<file path="src/design/kwm_pkg.sv">
// ----------------------------------------------------------------------------
// kwm_pkg
// Shared types and constants of the k-way merge unit.
// ----------------------------------------------------------------------------
package kwm_pkg;

    // Run count the unit is built for; source is 4 bits, so at most 16 are reachable.
    localparam int WAYS     = 16;
    localparam int CAP      = (WAYS < 16) ? WAYS : 16;
    localparam int IDX_W    = (CAP > 1) ? $clog2(CAP) : 1;
    localparam int CNT_W    = $clog2(CAP + 1);
    localparam int CFG_W    = 5;
    localparam int VAL_W    = 32;
    localparam int SRC_W    = 4;

    typedef struct packed {
        logic [SRC_W-1:0]        source;
        logic signed [VAL_W-1:0] value_in;
        logic                    run_done;
    } t_in_item;

    typedef struct packed {
        logic signed [VAL_W-1:0] value_out;
        logic [SRC_W-1:0]        refill_source;
        logic                    finished;
    } t_out_item;

endpackage

</file>
<file path="src/design/k_way_merge_unit.sv">
// ----------------------------------------------------------------------------
// k_way_merge_unit
// Merges up to 16 sorted runs with one head per run and a sequential min search.
// ----------------------------------------------------------------------------
// Usage:
//   Input channel (i_in_valid / o_in_ready / i_in_item): each item is the next
//   element of run "source", or an end mark for that run (run_done = 1).
//   Output channel (o_out_valid / i_out_ready / o_out_item): once every run in
//   use holds a head or is exhausted, the least head goes out with its run
//   index (ties to the lowest index); the driver then feeds that run. When all
//   runs in use are exhausted, a finished item goes out instead.
//   Config channel (i_cfg_valid / o_cfg_ready / i_cfg_ways_in_use): number of
//   runs in use; 0 acts as 1, values above 16 clamp. Write only while idle.
// Sequence:
//   An item is taken in while idle; then a single signed comparator walks
//   the heads of the runs in use one by one (stopping early at the first run
//   that still lacks a head), a last scan step closes the walk and the emit
//   state loads the output register. Not ready meanwhile.
//   The output register holds the result while the receiver stalls; the next
//   item is taken in during that wait, and its own result waits for the
//   register to free up.
// Reset (i_rst_n low, synchronous): clears all head-present and exhausted
//   bits, sets ways_in_use to 16 and drops any pending output.
// ----------------------------------------------------------------------------
module k_way_merge_unit
    import kwm_pkg::*;
(
    input  logic             i_clk,
    input  logic             i_rst_n,
    input  logic             i_in_valid,
    output logic             o_in_ready,
    input  t_in_item         i_in_item,
    output logic             o_out_valid,
    input  logic             i_out_ready,
    output t_out_item        o_out_item,
    input  logic             i_cfg_valid,
    output logic             o_cfg_ready,
    input  logic [CFG_W-1:0] i_cfg_ways_in_use
);

    localparam logic [1:0] S_IDLE = 2'd0;
    localparam logic [1:0] S_SCAN = 2'd1;
    localparam logic [1:0] S_EMIT = 2'd2;

    logic [1:0]              r_state;
    logic [CFG_W-1:0]        r_ways;
    logic [CAP-1:0]          r_present;
    logic [CAP-1:0]          r_exhausted;
    logic signed [VAL_W-1:0] r_heads [CAP];

    // scan state
    logic [CNT_W-1:0]        r_idx;
    logic                    r_found;
    logic                    r_all_done;
    logic [IDX_W-1:0]        r_best;
    logic signed [VAL_W-1:0] r_best_val;

    logic                    r_out_valid;
    t_out_item               r_out_item;

    logic [CFG_W-1:0]        w_eff;
    logic                    w_src_used;
    logic [IDX_W-1:0]        w_src_idx;
    logic [IDX_W-1:0]        w_scan_idx;
    logic                    w_scan_end;
    logic signed [VAL_W-1:0] w_head;
    logic                    w_less;
    logic                    w_out_free;

    // effective run count
    always_comb begin
        if (r_ways == '0) begin
            w_eff = CFG_W'(1);
        end else if (r_ways > CFG_W'(CAP)) begin
            w_eff = CFG_W'(CAP);
        end else begin
            w_eff = r_ways;
        end
    end

    assign w_src_used = (CFG_W'(i_in_item.source) < w_eff);
    assign w_src_idx  = IDX_W'(i_in_item.source);
    assign w_scan_idx = r_idx[IDX_W-1:0];
    assign w_scan_end = (CFG_W'(r_idx) >= w_eff);
    assign w_head     = r_heads[w_scan_idx];
    assign w_less     = (w_head < r_best_val);
    assign w_out_free = !r_out_valid || i_out_ready;

    assign o_in_ready  = (r_state == S_IDLE);
    assign o_cfg_ready = 1'b1;
    assign o_out_valid = r_out_valid;
    assign o_out_item  = r_out_item;

    // head store: written on accepted elements only
    always_ff @(posedge i_clk) begin
        if (i_in_valid && o_in_ready && w_src_used && !i_in_item.run_done
            && !r_present[w_src_idx] && !r_exhausted[w_src_idx]) begin
            r_heads[w_src_idx] <= i_in_item.value_in;
        end
    end

    // scan payload
    always_ff @(posedge i_clk) begin
        if (r_state == S_SCAN && !w_scan_end && !r_exhausted[w_scan_idx]
            && r_present[w_scan_idx] && (!r_found || w_less)) begin
            r_best     <= w_scan_idx;
            r_best_val <= w_head;
        end
    end

    always_ff @(posedge i_clk) begin
        if (!i_rst_n) begin
            r_state     <= S_IDLE;
            r_ways      <= CFG_W'(16);
            r_present   <= '0;
            r_exhausted <= '0;
            r_idx       <= '0;
            r_found     <= 1'b0;
            r_all_done  <= 1'b1;
            r_out_valid <= 1'b0;
        end else begin
            if (i_cfg_valid) begin
                r_ways <= i_cfg_ways_in_use;
            end
            // a new result loads the register; otherwise a taken one leaves it
            if (r_state == S_EMIT && w_out_free) begin
                r_out_valid <= 1'b1;
            end else if (r_out_valid && i_out_ready) begin
                r_out_valid <= 1'b0;
            end
            case (r_state)
                S_IDLE: begin
                    if (i_in_valid) begin
                        if (w_src_used) begin
                            if (i_in_item.run_done) begin
                                r_exhausted[w_src_idx] <= 1'b1;
                                r_present[w_src_idx]   <= 1'b0;
                            end else if (!r_exhausted[w_src_idx]) begin
                                r_present[w_src_idx] <= 1'b1;
                            end
                        end
                        r_idx      <= '0;
                        r_found    <= 1'b0;
                        r_all_done <= 1'b1;
                        r_state    <= S_SCAN;
                    end
                end
                S_SCAN: begin
                    if (w_scan_end) begin
                        r_state <= S_EMIT;
                    end else if (r_exhausted[w_scan_idx]) begin
                        r_idx <= r_idx + CNT_W'(1);
                    end else if (!r_present[w_scan_idx]) begin
                        // a run still lacks its head: no result
                        r_state <= S_IDLE;
                    end else begin
                        r_all_done <= 1'b0;
                        r_found    <= 1'b1;
                        r_idx      <= r_idx + CNT_W'(1);
                    end
                end
                S_EMIT: begin
                    if (w_out_free) begin
                        if (!r_all_done) begin
                            r_present[r_best] <= 1'b0;
                        end
                        r_state <= S_IDLE;
                    end
                end
                default: begin
                    r_state <= S_IDLE;
                end
            endcase
        end
    end

    // output payload
    always_ff @(posedge i_clk) begin
        if (r_state == S_EMIT && w_out_free) begin
            if (r_all_done) begin
                r_out_item.value_out     <= '0;
                r_out_item.refill_source <= '0;
                r_out_item.finished      <= 1'b1;
            end else begin
                r_out_item.value_out     <= r_best_val;
                r_out_item.refill_source <= SRC_W'(r_best);
                r_out_item.finished      <= 1'b0;
            end
        end
    end

endmodule

</file>
<file path="config.mk">
export PLATFORM = sky130hd
export DESIGN_NAME = k_way_merge_unit
export DESIGN_NICKNAME = d
export VERILOG_FILES = /design/src/design/kwm_pkg.sv /design/src/design/k_way_merge_unit.sv
export SDC_FILE = /design/constraint.sdc
export NUM_CORES = 1
export LEC_CHECK = 0
export ABC_CLOCK_PERIOD_IN_PS = 6000
export CAP_MARGIN = 5
export CORE_MARGIN = 2
export CORE_UTILIZATION = 35
export CTS_CLUSTER_DIAMETER = 120
export DETAILED_ROUTE_END_ITERATION = 10
export DONT_BUFFER_PORTS = 1
export GPL_ROUTABILITY_DRIVEN = 0
export HOLD_SLACK_MARGIN = 0.1
export PLACE_DENSITY = 0.48
export SYNTH_ARGS = -nofsm -noshare
export SYNTH_HDL_FRONTEND = slang
export SYNTH_SLANG_ARGS = --single-unit
export TNS_END_PERCENT = 5
</file>
<file path="constraint.sdc">
create_clock -name i_clk -period 6 [get_ports i_clk]
set_input_delay 1.5 -clock i_clk [delete_from_list [all_inputs] [get_ports i_clk]]
set_output_delay 1.5 -clock i_clk [all_outputs]
set_load 0.02 [all_outputs]
</file>
==> results.cfg <==
[run_status]
status = completed

[final_layout]
n_antenna_cell = 0
syn_to_final_growth_pct = 14.14
layout_common_cells = edfxtp_1, mux4_2, nor2_1, clkbuf_16, dfxtp_1
final_common_cell = edfxtp_1
nNetsFinal = 1470
seq_area_um2 = 18600
fillCellCount = 6536
fin_area_um2 = 29170
multi_input_area_um2 = 6643
instances_no_fill = 2391
drive_gt1_share_pct = 24.09

[yosys]
ys_warn_count = 0
postSynthCellCount = 1341
synth_cell_type_count = 51
synth_top_cell_by_area = edfxtp_1
seq_area_frac_synth_pct = 72.73
syn-num-nets = 1428
yosys_register_bits = 636
ys.flop_type = edfxtp_1
avgSynthCellArea_um2 = 19.06
synth_edf_count = 585
synth_top_cell_area_share_pct = 68.74
synthesis.area_um2 = 25560
synth_async_sr_flop_share_pct = 0
synth.top_cells.by_area = edfxtp_1, mux4_2, dfxtp_1, ha_1, nor2_1

[cts]
cts.repair.resized = 0
numCtsBuffers = 71
clk_path_buf_depth = 3
clock_latency_ns = 0.62
cts_max_level = 3
cts.sinks = 636
root_buffer = clkbuf_16
hold_buffers = 0
cts_setup_buffers = 0
clk_pin_slew_ns = 0.06
cts_tree = yes

[floorplanning]
start_util_pct = 35.21
dieArea_um2 = 75190
core_um2 = 72590
num_rows = 99
ioPinCount = 87
dieHeight_um = 274.2
die_x_um = 274.2

[sta]
setup-violations-final = 0
setup_tns_ns = 0
setup_ws_ns = 1.026
tightest_slew_ns = 0.9702
max_slew_margin_pct = 35.32
rsz0062_at_grt = no
maxSlewViolCount = 0
fmax_mhz = 201.0
period_minus_slack_ns = 4.974
fin_skew_ns = 0.02882
hold_violations = 0
fin_crit_sh_pct = 82.91

[worst_setup_path]
cp.required_ns = 6.30
crit_type = flip-flop to flip-flop
crit_family = compound AO/OA/AOI/OAI gates
cp.arrival_ns = 5.28
end_kind = flip-flop
cp-start-kind = flip-flop
max_stage_delay_ns = 0.98
path_max_fanout = 45
slowest_stage = dfxtp_4
cp_num_buf_inv = 2
crit_chain = buf_12 > mux4_2 > mux4_2 > ha_1 > a21o_1 > a21oi_1 > o211a_1 > o21ai_0 > a211oi_2 > xor2_1 > a21oi_4 > buf_12

[power]
p_leak_nw = 9.089
powerDensity_nw_per_um2 = 314.9
ir_drop_mv = 0.2212
p_total_mw = 9.187

[job]
maxCapViolations = 0

[placed_design]
hpwlAfterDp_um = 37660
pre_cts_ws_ns = 0.9806
dp_cells = 2269
place_area_um2 = 26960
numPortBuffers = 0

[min_path]
hp-class = flip-flop to flip-flop

[global_route]
grt_max_degree = 56
grt.overflow.total = 0
antenna_found_initial = 2
grt_pass1_wl_um = 94170
grt_pass1_vias = 13060
grt_usage_pct = 17.56

[route]
drcViolationCount = 0
viasPerCell = 5.356
first_iter_violations = 1266
routed_wl_um = 64920
ant_nets = 0
wl_per_cell_um = 27.15
vias = 12810
drtPass1Iterations = 5
## synth_stat cells, drive strengths merged, types with 6 or more instances
library cell and number:
a21oi 34, a22oi 15, nand4 6, nor2 116, o21ai 37, a21o 11, nor3 23, mux4 176
ha 40, clkbuf 45, edfxtp 585, dfxtp 51, nand2 21, nand2b 15, mux2i 6, nor2b 16
nand3 11, inv 38, and2 6, buf 27, o21a 17
## registers in the layout, indices dropped and copies added, names as in the netlist, named ones only
signal       flops
r_ways           5
r_best           4
r_best_val      32
r_heads        512
r_exhausted     16
r_found          1
o_out_valid      1
r_state          2
r_idx            5
o_out_item      37
r_all_done       1
## report_power, final
part	internal [mW]	leakage, nW	switching (mW)
combinational	0.0473	2.31	0.0850
clock	2.43	1.08	1.76
sequential	4.85	5.71	0.0136
## routing by layer
metal / track usage (%) / up-vias / routed length [µm]
met3: 3.407 / 73 / 3775
met5: 0 / - / 0
met4: 4.949 / 0 / 1273
li1: - / 5497 / -
met1: 24.99 / 6859 / 29140
met2: 27.57 / 377 / 30730
## layout make-up
| class | count | area share [%] |
|---|---|---|
| Sequential cell | 636 | 63.77 |
| Clock buffer | 93 | 6.554 |
| Tap cell | 959 | 4.114 |
| Multi-Input combinational cell | 595 | 22.77 |
| Inverter | 38 | 0.4890 |
| Timing Repair Buffer | 41 | 1.270 |
| Clock inverter | 29 | 1.034 |
## cell families after synthesis
group / Yosys count / share of synthesized area [%]
adder cells (fa/ha/maj): 40 / 1.958
XOR/XNOR: 1 / 0.03428
multiplexers: 185 / 15.88
buffers and inverters: 110 / 1.704
AO/OA/AOI/OAI: 139 / 3.501
AND/OR/NAND/NOR: 229 / 4.176
other: 1 / 0.01467
flip-flops: 636 / 72.73
## worst register-to-register path, cell delays in order, from the launching register on
cell	delay [ns]
dfxtp_4	0.98
buf_12	0.34
mux4_2	0.55
mux4_2	0.60
ha_1	0.35
a21o_1	0.18
a21oi_1	0.26
o211a_1	0.18
o21ai_0	0.10
a211oi_2	0.27
xor2_1	0.14
a21oi_4	0.44
buf_12	0.26
## stage by stage
stage	hold WS, ns	util [%]
4_1_cts	0.4872	40.19
6_report	0.4906	40.19
3_3_place_gp	0.4650	37.14
5_1_grt	0.5078	40.19
3_5_place_dp	0.4740	37.14
2_1_floorplan	0.4195	-
## path summary, 6_finish.rpt
path	to	start	depth (start not counted)	slack [ns]
setup / recovery	r_best_val[30]$_DFFE_PP_	flip-flop	12	1.03
hold / removal	r_exhausted[11]$_SDFFE_PN0P_	r_exhausted[11]$_SDFFE_PN0P_	1	0.49
setup reg to reg	r_best_val[30]$_DFFE_PP_	flip-flop	12	1.03
hold reg to reg	r_exhausted[11]$_SDFFE_PN0P_	r_exhausted[11]$_SDFFE_PN0P_	1	0.49
Note: power is estimated with default switching activity, not from simulation.
